[src/design/trtc_pkg.sv]
// ----------------------------------------------------------------------------
// TFTP read receive control: shared types and constants
// Packet codes, status codes, register indexes and the item structures used
// by every stage of the receive controller.
// ----------------------------------------------------------------------------
package trtc_pkg;

  // Packet opcodes and header size.
  localparam logic [15:0] OpcData  = 16'd3;
  localparam logic [15:0] OpcError = 16'd5;
  localparam logic [15:0] HdrBytes = 16'd4;

  // Transfer status codes.
  localparam logic [2:0] StRunning   = 3'd0;
  localparam logic [2:0] StComplete  = 3'd1;
  localparam logic [2:0] StBadBlock  = 3'd2;
  localparam logic [2:0] StServerErr = 3'd3;
  localparam logic [2:0] StBadOpcode = 3'd4;
  localparam logic [2:0] StNoRetries = 3'd5;

  // Configuration register indexes.
  localparam int unsigned CfgIdxW = 2;
  localparam logic [CfgIdxW-1:0] CfgRetryLimit   = 2'd0;
  localparam logic [CfgIdxW-1:0] CfgDataBlockSize = 2'd1;

  // Reset values.
  localparam logic [7:0]  RetryLimitRst = 8'd5;
  localparam logic [15:0] BlockSizeRst  = 16'd512;
  localparam logic [15:0] FirstBlock    = 16'd1;

  typedef struct packed {
    logic        req_type;
    logic [15:0] packet_opcode;
    logic [15:0] packet_block;
    logic [15:0] packet_length;
  } in_item_t;

  typedef struct packed {
    logic        ack_now;
    logic [15:0] ack_block;
    logic        keep_payload;
    logic [15:0] payload_length;
    logic [2:0]  transfer_status;
    logic [15:0] server_error_code;
  } out_item_t;

  // Pipeline handshake between the stages.
  typedef struct packed {
    logic advance;   // result register may load this cycle
    logic s1_valid;  // input register holds an item
  } flow_t;

endpackage

[src/design/trtc_in_if.sv]
// ----------------------------------------------------------------------------
// TFTP read receive control: input channel
// Valid/ready channel carrying a packet header or a timeout tick.
// ----------------------------------------------------------------------------
interface trtc_in_if;
  logic        valid;
  logic        ready;
  logic        req_type;
  logic [15:0] packet_opcode;
  logic [15:0] packet_block;
  logic [15:0] packet_length;

  modport source (output valid, output req_type, output packet_opcode,
                  output packet_block, output packet_length, input ready);
  modport sink   (input valid, input req_type, input packet_opcode,
                  input packet_block, input packet_length, output ready);
endinterface

[src/design/trtc_out_if.sv]
// ----------------------------------------------------------------------------
// TFTP read receive control: result channel
// Valid/ready channel carrying one decision per received item.
// ----------------------------------------------------------------------------
interface trtc_out_if;
  logic        valid;
  logic        ready;
  logic        ack_now;
  logic [15:0] ack_block;
  logic        keep_payload;
  logic [15:0] payload_length;
  logic [2:0]  transfer_status;
  logic [15:0] server_error_code;

  modport source (output valid, output ack_now, output ack_block,
                  output keep_payload, output payload_length,
                  output transfer_status, output server_error_code,
                  input ready);
  modport sink   (input valid, input ack_now, input ack_block,
                  input keep_payload, input payload_length,
                  input transfer_status, input server_error_code,
                  output ready);
endinterface

[src/design/trtc_cfg_if.sv]
// ----------------------------------------------------------------------------
// TFTP read receive control: configuration write channel
// Valid/ready write channel carrying a register index and write data.
// ----------------------------------------------------------------------------
interface trtc_cfg_if;
  logic                           valid;
  logic                           ready;
  logic [trtc_pkg::CfgIdxW-1:0]   index;
  logic [15:0]                    data;

  modport source (output valid, output index, output data, input ready);
  modport sink   (input valid, input index, input data, output ready);
endinterface

[src/design/trtc_in_reg.sv]
// ----------------------------------------------------------------------------
// TFTP read receive control: input register
// Captures one item per transfer and holds it until the decision stage moves.
// ----------------------------------------------------------------------------
module trtc_in_reg (
  input  logic               clk,
  input  logic               rst_n,
  trtc_in_if.sink            in_ch,
  input  logic               advance,
  output trtc_pkg::flow_t    flow,
  output trtc_pkg::in_item_t item
);

  logic               s1_valid_r;
  trtc_pkg::in_item_t item_r;
  logic               take;

  // The register empties whenever the result stage advances.
  assign in_ch.ready = !s1_valid_r || advance;
  assign take        = in_ch.valid && in_ch.ready;

  always_ff @(posedge clk) begin
    if (!rst_n) begin
      s1_valid_r <= 1'b0;
    end else if (in_ch.ready) begin
      s1_valid_r <= in_ch.valid;
    end
  end

  always_ff @(posedge clk) begin
    if (take) begin
      item_r.req_type      <= in_ch.req_type;
      item_r.packet_opcode <= in_ch.packet_opcode;
      item_r.packet_block  <= in_ch.packet_block;
      item_r.packet_length <= in_ch.packet_length;
    end
  end

  assign flow.advance  = advance;
  assign flow.s1_valid = s1_valid_r;
  assign item          = item_r;

endmodule

[src/design/trtc_core.sv]
// ----------------------------------------------------------------------------
// TFTP read receive control: decision core
// Holds the configuration and transfer state and decides each item's result.
// ----------------------------------------------------------------------------
module trtc_core (
  input  logic                clk,
  input  logic                rst_n,
  trtc_cfg_if.sink            cfg_ch,
  input  trtc_pkg::flow_t     flow,
  input  trtc_pkg::in_item_t  item,
  output trtc_pkg::out_item_t result
);

  logic [7:0]  retry_limit_r;
  logic [15:0] block_size_r;
  logic [15:0] expected_block_r, expected_block_nxt;
  logic [7:0]  retry_count_r, retry_count_nxt;
  logic [2:0]  end_status_r, end_status_nxt;
  logic [15:0] plen;
  logic        step;
  trtc_pkg::out_item_t res;

  assign cfg_ch.ready = 1'b1;
  assign step         = flow.s1_valid && flow.advance;
  assign plen         = item.packet_length - trtc_pkg::HdrBytes;

  always_ff @(posedge clk) begin
    if (!rst_n) begin
      retry_limit_r <= trtc_pkg::RetryLimitRst;
      block_size_r  <= trtc_pkg::BlockSizeRst;
    end else if (cfg_ch.valid) begin
      case (cfg_ch.index)
        trtc_pkg::CfgRetryLimit:    retry_limit_r <= cfg_ch.data[7:0];
        trtc_pkg::CfgDataBlockSize: block_size_r  <= cfg_ch.data;
        default: ;
      endcase
    end
  end

  always_comb begin
    res                = '0;
    expected_block_nxt = expected_block_r;
    retry_count_nxt    = retry_count_r;
    end_status_nxt     = end_status_r;
    if (end_status_r == trtc_pkg::StRunning) begin
      if (item.req_type) begin
        if (retry_count_r < retry_limit_r) begin
          // Nothing to re-acknowledge before the first block arrives.
          if (expected_block_r != trtc_pkg::FirstBlock) begin
            res.ack_now   = 1'b1;
            res.ack_block = expected_block_r - 16'd1;
          end
          retry_count_nxt = retry_count_r + 8'd1;
        end else begin
          end_status_nxt = trtc_pkg::StNoRetries;
        end
      end else if (item.packet_length < trtc_pkg::HdrBytes) begin
        retry_count_nxt = '0;
      end else if (item.packet_opcode == trtc_pkg::OpcData) begin
        if (item.packet_block == expected_block_r) begin
          res.ack_now        = 1'b1;
          res.ack_block      = item.packet_block;
          res.keep_payload   = 1'b1;
          res.payload_length = plen;
          if (plen < block_size_r) begin
            end_status_nxt = trtc_pkg::StComplete;
          end
          expected_block_nxt = expected_block_r + 16'd1;
          retry_count_nxt    = '0;
        end else if (item.packet_block < expected_block_r) begin
          res.ack_now     = 1'b1;
          res.ack_block   = item.packet_block;
          retry_count_nxt = '0;
        end else begin
          end_status_nxt = trtc_pkg::StBadBlock;
        end
      end else if (item.packet_opcode == trtc_pkg::OpcError) begin
        end_status_nxt        = trtc_pkg::StServerErr;
        res.server_error_code = item.packet_block;
      end else begin
        end_status_nxt = trtc_pkg::StBadOpcode;
      end
    end
    res.transfer_status = end_status_nxt;
  end

  always_ff @(posedge clk) begin
    if (!rst_n) begin
      expected_block_r <= trtc_pkg::FirstBlock;
      retry_count_r    <= '0;
      end_status_r     <= trtc_pkg::StRunning;
    end else if (step) begin
      expected_block_r <= expected_block_nxt;
      retry_count_r    <= retry_count_nxt;
      end_status_r     <= end_status_nxt;
    end
  end

  assign result = res;

  // A finished transfer never resumes or changes its status.
  a_end_sticky: assert property (@(posedge clk) disable iff (!rst_n)
    end_status_r != trtc_pkg::StRunning |=> end_status_r == $past(end_status_r))
    else $error("end status changed after the transfer ended");

  // The expected block only ever moves forward by one.
  a_block_step: assert property (@(posedge clk) disable iff (!rst_n)
    $past(rst_n) && expected_block_r != $past(expected_block_r) |->
      expected_block_r == $past(expected_block_r) + 16'd1)
    else $error("expected block jumped");

  // A kept payload is always acknowledged with the block just expected.
  a_keep_ack: assert property (@(posedge clk) disable iff (!rst_n)
    flow.s1_valid && res.keep_payload |->
      res.ack_now && res.ack_block == expected_block_r)
    else $error("kept payload without matching acknowledgement");

  // Without a step, the expected block and the retry count hold.
  a_no_step_hold: assert property (@(posedge clk) disable iff (!rst_n)
    !step |=> $stable(expected_block_r) && $stable(retry_count_r))
    else $error("transfer state moved without an item");

endmodule

[src/design/trtc_out_reg.sv]
// ----------------------------------------------------------------------------
// TFTP read receive control: result register
// Holds one result until the receiver takes it and drives the result channel.
// ----------------------------------------------------------------------------
module trtc_out_reg (
  input  logic                clk,
  input  logic                rst_n,
  input  logic                s1_valid,
  input  trtc_pkg::out_item_t result,
  output logic                advance,
  trtc_out_if.source          out_ch
);

  logic                out_valid_r;
  trtc_pkg::out_item_t out_item_r;

  assign advance = !out_valid_r || out_ch.ready;

  always_ff @(posedge clk) begin
    if (!rst_n) begin
      out_valid_r <= 1'b0;
    end else if (advance) begin
      out_valid_r <= s1_valid;
    end
  end

  always_ff @(posedge clk) begin
    if (advance && s1_valid) begin
      out_item_r <= result;
    end
  end

  assign out_ch.valid             = out_valid_r;
  assign out_ch.ack_now           = out_item_r.ack_now;
  assign out_ch.ack_block         = out_item_r.ack_block;
  assign out_ch.keep_payload      = out_item_r.keep_payload;
  assign out_ch.payload_length    = out_item_r.payload_length;
  assign out_ch.transfer_status   = out_item_r.transfer_status;
  assign out_ch.server_error_code = out_item_r.server_error_code;

endmodule

[src/design/tftp_read_receive_control_top.sv]
// ----------------------------------------------------------------------------
// TFTP read receive control: top level
// Receive side of a TFTP read: decides acknowledgements, payload storage and
// the end of the transfer from packet headers and timeout ticks.
// ----------------------------------------------------------------------------
// Usage. Each transfer on in_ch carries either a received packet header
// (req_type 0: opcode, block number, total length) or a timeout tick
// (req_type 1). Every item yields exactly one result on out_ch, telling the
// surrounding logic whether to send an ACK and for which block, whether to
// store the payload, and the transfer status.
// An accepted item waits in the input register until the result register
// advances and loads its result, which is then offered on out_ch.
// Throughput is one item per cycle while out_ch is not stalled, with the
// single decision stage between the input and result registers.
// cfg_ch writes retry_limit (index 0) and data_block_size (index 1); it is
// always ready and should be written only while the block is idle.
// Reset restores a retry limit of five, a block size of 512, expects block 1
// with no retries counted and a running transfer; both channels are empty.
// When the receiver stalls, the result register holds and the input
// register takes at most one more item, after which in_ch drops ready.
// Once the transfer has ended, further items produce results that only
// repeat the final status.
// ----------------------------------------------------------------------------
module tftp_read_receive_control_top (
  input  logic       clk,
  input  logic       rst_n,
  trtc_in_if.sink    in_ch,
  trtc_out_if.source out_ch,
  trtc_cfg_if.sink   cfg_ch
);

  trtc_pkg::flow_t     flow;
  trtc_pkg::in_item_t  item;
  trtc_pkg::out_item_t result;
  logic                advance;

  // Input register: one held item, refilled as soon as the result stage moves.
  trtc_in_reg u_in_reg (
    .clk     (clk),
    .rst_n   (rst_n),
    .in_ch   (in_ch),
    .advance (advance),
    .flow    (flow),
    .item    (item)
  );

  // Decision logic and transfer state; state commits when the result loads.
  trtc_core u_core (
    .clk    (clk),
    .rst_n  (rst_n),
    .cfg_ch (cfg_ch),
    .flow   (flow),
    .item   (item),
    .result (result)
  );

  // Result register, which parts the receiver's stalls from the input side.
  trtc_out_reg u_out_reg (
    .clk      (clk),
    .rst_n    (rst_n),
    .s1_valid (flow.s1_valid),
    .result   (result),
    .advance  (advance),
    .out_ch   (out_ch)
  );

endmodule
[src/flat_wrapper.sv]
// flat-port wrapper written by rule: the top's interface ports become plain ports
module tftp_read_receive_control_top_flat 
  (clk, rst_n, in_ch_valid, in_ch_req_type, in_ch_packet_opcode, in_ch_packet_block, in_ch_packet_length, in_ch_ready, out_ch_valid, out_ch_ack_now, out_ch_ack_block, out_ch_keep_payload, out_ch_payload_length, out_ch_transfer_status, out_ch_server_error_code, out_ch_ready, cfg_ch_valid, cfg_ch_index, cfg_ch_data, cfg_ch_ready);
  trtc_in_if in_ch_i ();
  trtc_out_if out_ch_i ();
  trtc_cfg_if cfg_ch_i ();
  input  logic clk;
  input  logic rst_n;
  input wire logic [$bits(in_ch_i.valid)-1:0] in_ch_valid;
  input wire logic [$bits(in_ch_i.req_type)-1:0] in_ch_req_type;
  input wire logic [$bits(in_ch_i.packet_opcode)-1:0] in_ch_packet_opcode;
  input wire logic [$bits(in_ch_i.packet_block)-1:0] in_ch_packet_block;
  input wire logic [$bits(in_ch_i.packet_length)-1:0] in_ch_packet_length;
  output wire logic [$bits(in_ch_i.ready)-1:0] in_ch_ready;
  output wire logic [$bits(out_ch_i.valid)-1:0] out_ch_valid;
  output wire logic [$bits(out_ch_i.ack_now)-1:0] out_ch_ack_now;
  output wire logic [$bits(out_ch_i.ack_block)-1:0] out_ch_ack_block;
  output wire logic [$bits(out_ch_i.keep_payload)-1:0] out_ch_keep_payload;
  output wire logic [$bits(out_ch_i.payload_length)-1:0] out_ch_payload_length;
  output wire logic [$bits(out_ch_i.transfer_status)-1:0] out_ch_transfer_status;
  output wire logic [$bits(out_ch_i.server_error_code)-1:0] out_ch_server_error_code;
  input wire logic [$bits(out_ch_i.ready)-1:0] out_ch_ready;
  input wire logic [$bits(cfg_ch_i.valid)-1:0] cfg_ch_valid;
  input wire logic [$bits(cfg_ch_i.index)-1:0] cfg_ch_index;
  input wire logic [$bits(cfg_ch_i.data)-1:0] cfg_ch_data;
  output wire logic [$bits(cfg_ch_i.ready)-1:0] cfg_ch_ready;
  assign in_ch_i.valid = in_ch_valid;
  assign in_ch_i.req_type = in_ch_req_type;
  assign in_ch_i.packet_opcode = in_ch_packet_opcode;
  assign in_ch_i.packet_block = in_ch_packet_block;
  assign in_ch_i.packet_length = in_ch_packet_length;
  assign in_ch_ready = in_ch_i.ready;
  assign out_ch_valid = out_ch_i.valid;
  assign out_ch_ack_now = out_ch_i.ack_now;
  assign out_ch_ack_block = out_ch_i.ack_block;
  assign out_ch_keep_payload = out_ch_i.keep_payload;
  assign out_ch_payload_length = out_ch_i.payload_length;
  assign out_ch_transfer_status = out_ch_i.transfer_status;
  assign out_ch_server_error_code = out_ch_i.server_error_code;
  assign out_ch_i.ready = out_ch_ready;
  assign cfg_ch_i.valid = cfg_ch_valid;
  assign cfg_ch_i.index = cfg_ch_index;
  assign cfg_ch_i.data = cfg_ch_data;
  assign cfg_ch_ready = cfg_ch_i.ready;
  tftp_read_receive_control_top u_core (.clk(clk), .rst_n(rst_n), .in_ch(in_ch_i), .out_ch(out_ch_i), .cfg_ch(cfg_ch_i));
endmodule
[config.mk]
export PLATFORM = sky130hd
export DESIGN_NAME = tftp_read_receive_control_top_flat
export DESIGN_NICKNAME = d
export VERILOG_FILES = /design/src/design/trtc_pkg.sv /design/src/design/trtc_in_if.sv /design/src/design/trtc_out_if.sv /design/src/design/trtc_cfg_if.sv /design/src/design/trtc_in_reg.sv /design/src/design/trtc_core.sv /design/src/design/trtc_out_reg.sv /design/src/design/tftp_read_receive_control_top.sv /design/src/flat_wrapper.sv
export SDC_FILE = /design/constraint.sdc
export NUM_CORES = 1
export LEC_CHECK = 0
export ABC_CLOCK_PERIOD_IN_PS = 9010
export BUFFER_PORTS_ARGS = -buffer_cell sky130_fd_sc_hd__buf_4
export CAP_MARGIN = 20
export CELL_PAD_IN_SITES_DETAIL_PLACEMENT = 1
export CELL_PAD_IN_SITES_GLOBAL_PLACEMENT = 2
export CORE_MARGIN = 2
export CORE_UTILIZATION = 39
export DETAILED_ROUTE_END_ITERATION = 8
export PLACE_DENSITY_LB_ADDON = 0.1
export SLEW_MARGIN = 5
export SYNTH_ARGS = -nofsm -noshare
export SYNTH_HDL_FRONTEND = slang
export SYNTH_SLANG_ARGS = --single-unit
[constraint.sdc]
create_clock -name clk -period 9.01 [get_ports clk]
set_input_delay 0 -clock clk [delete_from_list [all_inputs] [get_ports clk]]
set_output_delay 0 -clock clk [all_outputs]
set_load 0.1 [all_outputs]
==> results.txt <==
- Cells fill between 50% and 60% of the core in the end.
- The critical path is of the reg2reg type.
- The clock network burns about two fifths of the power.
- Counting instances, the worst hold path has a depth of 4.
* Count of buffer and inverter cells on the critical path: 0
- Sinks on Clock Net: ~160
* Total placed cells including tap cells: just over 1000
- Counting cells, the worst reg-to-reg path comes to 12.
* Count of buffers added by post-CTS timing repair for setup: 0
* Pin count of the biggest net entering global routing: 60
* I/O pin cnt: 128
* CTS buffer count: 17
- Synthesis inferred 155 register bits.
* Power after layout: 0.001744 W
* Hold path startpoint: cfg_ch_index[1]
- Post-Layout Inst Area: 9857 um2
- Fraction of synthesis flops using an asynchronous set or reset pin: 0%
* Summed negative setup slack over all endpoints: 0 ns
- Internal power consumption: approximately 0.0013 W
- The number of hold-slack violations in the final timing report was 0.
- Instance count of the mapped netlist: between 600 and 700
- Total routed wirelength: ~20 mm
- Vias in the first global route: 6017
* Maximum buffer depth of the clock tree: 2
- Global-route wire length before repair: 32.22 mm
- The run finished with clean final reports.
* Clock skew: approximately 0.015 ns
- Yosys printed 0 warnings.
* GRT Resource Usage Total: around a fifth
- Least-Margin Pin Slew: about 0.80 ns
* Switching Power: around 0.00044 W
- Clock Latency Late Sink: around 0.43 ns
* Antenna diode instance count: 0
- RSZ-0062 raised after global routing: no
* R2R setup slack: approximately 5.5 ns
- STA classifies the critical path endpoint as a flop.
- Die height: roughly 140 um
* Synth Net Count: between 700 and 800
- Cell Area, Synth: ~7400 um2
- Half-perimeter wire length after detailed placement: between 10 and 15 mm
- After synthesis, flip-flops and latches occupy 55.99% of the total area.
* Time the worst path needs with I/O delays and setup: 3.462 ns
* TritonCTS clock tree: yes
- ANT nets after route: 0
- The area growth from synthesis to layout is 33.82%.
- The startpoint identified for the worst register-to-register timing path is u_core.u_in_reg.item[5].
* PwrDens: around 180 nW/um2
- The worst path uses 38.42% of the clock period.
- Placed standard-cell area: about 8500 um2
- Final Net Count: between 900 and 1000
- Launching element of the worst setup path: u_core.u_in_reg.item[5]
* Die span in x: ~140 um
- Data required time at the worst endpoint: ~9.4 ns
- The worst register-to-register path ends at u_core.u_core.end_status_r[0].
* Critical path peak fanout: 5
- Max cap viols: 0
* Final setup fails: 0
- Headroom to the max-slew limit came out at approximately 47%.
- Peak ir drop on the vdd network: approximately 0.00012 V
- The clock tree synthesis step divided the H-tree into 4 levels.
- Combinational logic is responsible for 12.4% of the overall power.
* Average cell area after synthesis: around 11 um2
- The detailed router finished its first iteration with ~240 violations.
- For this run, the number of standard cells in the final layout without fillers is 1123.
- Post-CTS clock slew at the launch and capture registers of the worst setup and hold paths: around 0.06 ns
- CP Launch Type: flop
- Vias after detailed routing: around 5800
- For this run, the top clock speed supported by timing is 288.9 MHz.
- Net Sw Frac: 25.38%
* Cell breakdown of the critical path: or3_1 > or4_1 > nor4_1 > xor2_1 > ha_1 > a21oi_1 > o21ai_0 > a2111oi_0 > o311ai_0 > nand3_1 > a21o_1 > o211a_1
- Vias per Instance: approximately 5.2
* Pins Over Slew Limit: 0
* Total congestion overflow after global routing: 0
- Num rows: 50
- CTS placed an instance of clkbuf_16 at the clock tree root.
- First-pass DRT Iterations: 4
- The most used flip-flop cell after synthesis is edfxtp_1.
- STA puts the critical path data arrival time at roughly 3.8 ns.
- Of the total power, registers draw 46.1%.
- P_leak: between 3 and 4 nW
- For hold timing, the worst endpoint is u_core.u_core.retry_limit_r[2].
* Initial antenna violation count: 0
- Once the floorplan was initialized, standard cells occupied between 30% and 40% of the core.
* Cell family contributing the most delay on the critical path: simple AND/OR/NAND/NOR gates
- Detailed-route DRC error count: 0
* Routability Congestion: just under 0.9
- Yosys mapped a number of flops with a built-in enable equal to a little over 100.
- Full die area: 20000 um2
- Core Footprint: between 15000 and 20000 um2
- Fraction of final layout cells with drive strength greater than 1: 21.82%
- For this design, the slowest cell found on the critical path is or4_1.
- The largest single stage delay on the critical path is just over 0.5 ns.
- Library cells used by synthesis: 64
- The path class of the tightest hold or removal check is in2reg.
- IO buf count: 126
- After detailed routing, the average wire length per cell comes to 18.09 um.
synthesized netlist by cell type (7+ instances only):
cell type  count  area share, %
nor2_1        51            2.6
nand3_1       18            1.2
inv_1         46            2.3
and3_1        19            1.6
xnor2_1       32            3.8
o21ai_2       10            1.2
nor3_1        11           0.75
a21oi_1       37            2.5
nor4_1         7           0.59
clkbuf_1      18           0.92
a31oi_1        8           0.68
o21ai_0       11           0.75
ha_1          43            7.3
or3_1         11           0.93
nand2_1       80            4.1
and2_1        19            1.6
nand4_1       12            1.0
edfxtp_1     102             42
dfxtp_1       53             14
a21o_1         7           0.71
kinds of logic after synthesis:
logic type               share of synthesized area, %
XOR/XNOR                                        4.518
flip-flops                                      55.99
adder cells (fa/ha/maj)                         7.304
other                                         0.05091
buffers and inverters                           3.907
AND/OR/NAND/NOR                                 18.45
AO/OA/AOI/OAI                                   9.512
multiplexers                                   0.2718
how the worst max path moves through the flow:
stage / slack (ns) / endpoint / cells after the start
CTS: 5.53 / u_core.u_core.end_status_r[0] / 12
floorplan: 4.93 / u_core.u_core.expected_block_r[11] / 8
global placement: 5.72 / u_core.u_core.expected_block_r[1] / 9
finish: 5.55 / u_core.u_core.end_status_r[0] / 12
global route: 5.25 / u_core.u_core.end_status_r[0] / 12
detailed placement: 5.53 / u_core.u_core.end_status_r[0] / 12
flip-flops by register name, summed over array words and instances, names as in the netlist:
signal                                     count
u_core.u_core.block_size_r                    16
u_core.u_core.end_status_r                     3
u_core.u_core.expected_block_r                16
u_core.u_core.retry_count_r                    8
u_core.u_core.retry_limit_r                    8
u_core.u_in_reg.item                          49
u_core.u_in_reg.s1_valid_r                     1
u_core.u_out_reg.out_ch.ack_block             16
u_core.u_out_reg.out_ch.ack_now                1
u_core.u_out_reg.out_ch.keep_payload           1
u_core.u_out_reg.out_ch.payload_length        16
u_core.u_out_reg.out_ch.server_error_code     16
u_core.u_out_reg.out_ch.transfer_status        3
u_core.u_out_reg.out_ch.valid                  1
tightest hold or removal path, stage by stage:
cell and delay [ns]:
buf_4 0.09, nor3b_1 0.04, buf_4 0.18, o211ai_1 0.17
layout by cell type (no fill, tap or decap), types with 10 or more instances in the layout:
cell type	count
dfxtp_1	53
a21oi_1	37
inv_1	46
edfxtp_1	102
nand2_1	80
nor3_1	11
o21ai_2	10
o21ai_0	11
and3_1	19
ha_1	43
nor2_1	51
clkbuf_16	18
nand4_1	12
nand3_1	18
buf_4	133
or3_1	11
dlygate4sd3_1	71
xnor2_1	32
and2_1	17
timing repair:
item,4_1_cts,5_1_grt
hold buffers,71,0
hold endpoints to repair,84,0
gates resized for setup,0,0
area by class of cell:
| type | instances | area [um2] |
|---|---|---|
| fillers | 2024 | 8786 |
| repair buffers | 204 | 1709 |
| clock buffers | 22 | 485.5 |
| well taps | 234 | 292.8 |
| multi-input cells | 451 | 2957 |
| clock inverters | 10 | 112.6 |
| inverters | 47 | 176.4 |
| flip-flops and latches | 155 | 4124 |
metal layers:
layer / part of all wire, % / GRT usage (%) / vias to the layer above
met2: 49 / 35.62 / 109
li1: - / - / 2814
met4: 0.87 / 5.579 / 0
met3: 3.4 / 4.354 / 16
met1: 47 / 27.49 / 2853
met5: 0 / 0 / -
stage by stage:
stage | setup WS, ns | hold slack [ns]
2_1_floorplan | 4.932 | 0.09887
3_3_place_gp | 5.716 | 0.1781
3_5_place_dp | 5.526 | 0.1793
4_1_cts | 5.526 | 0.09027
5_1_grt | 5.247 | 0.1158
6_report | 5.548 | 0.09587
power groups by stage:
stage | Clock, W | Sequential, W | Combinational, W
after floorplan | 0 | 0.000886 | 0.0000553
after global placement | 0 | 0.000817 | 0.000187
after detailed placement | 0 | 0.000818 | 0.000192
after CTS | 0.000745 | 0.000803 | 0.000217
after global routing | 0.000774 | 0.000806 | 0.000230
final | 0.000725 | 0.000803 | 0.000216
Power figures use the tool's default switching activity.
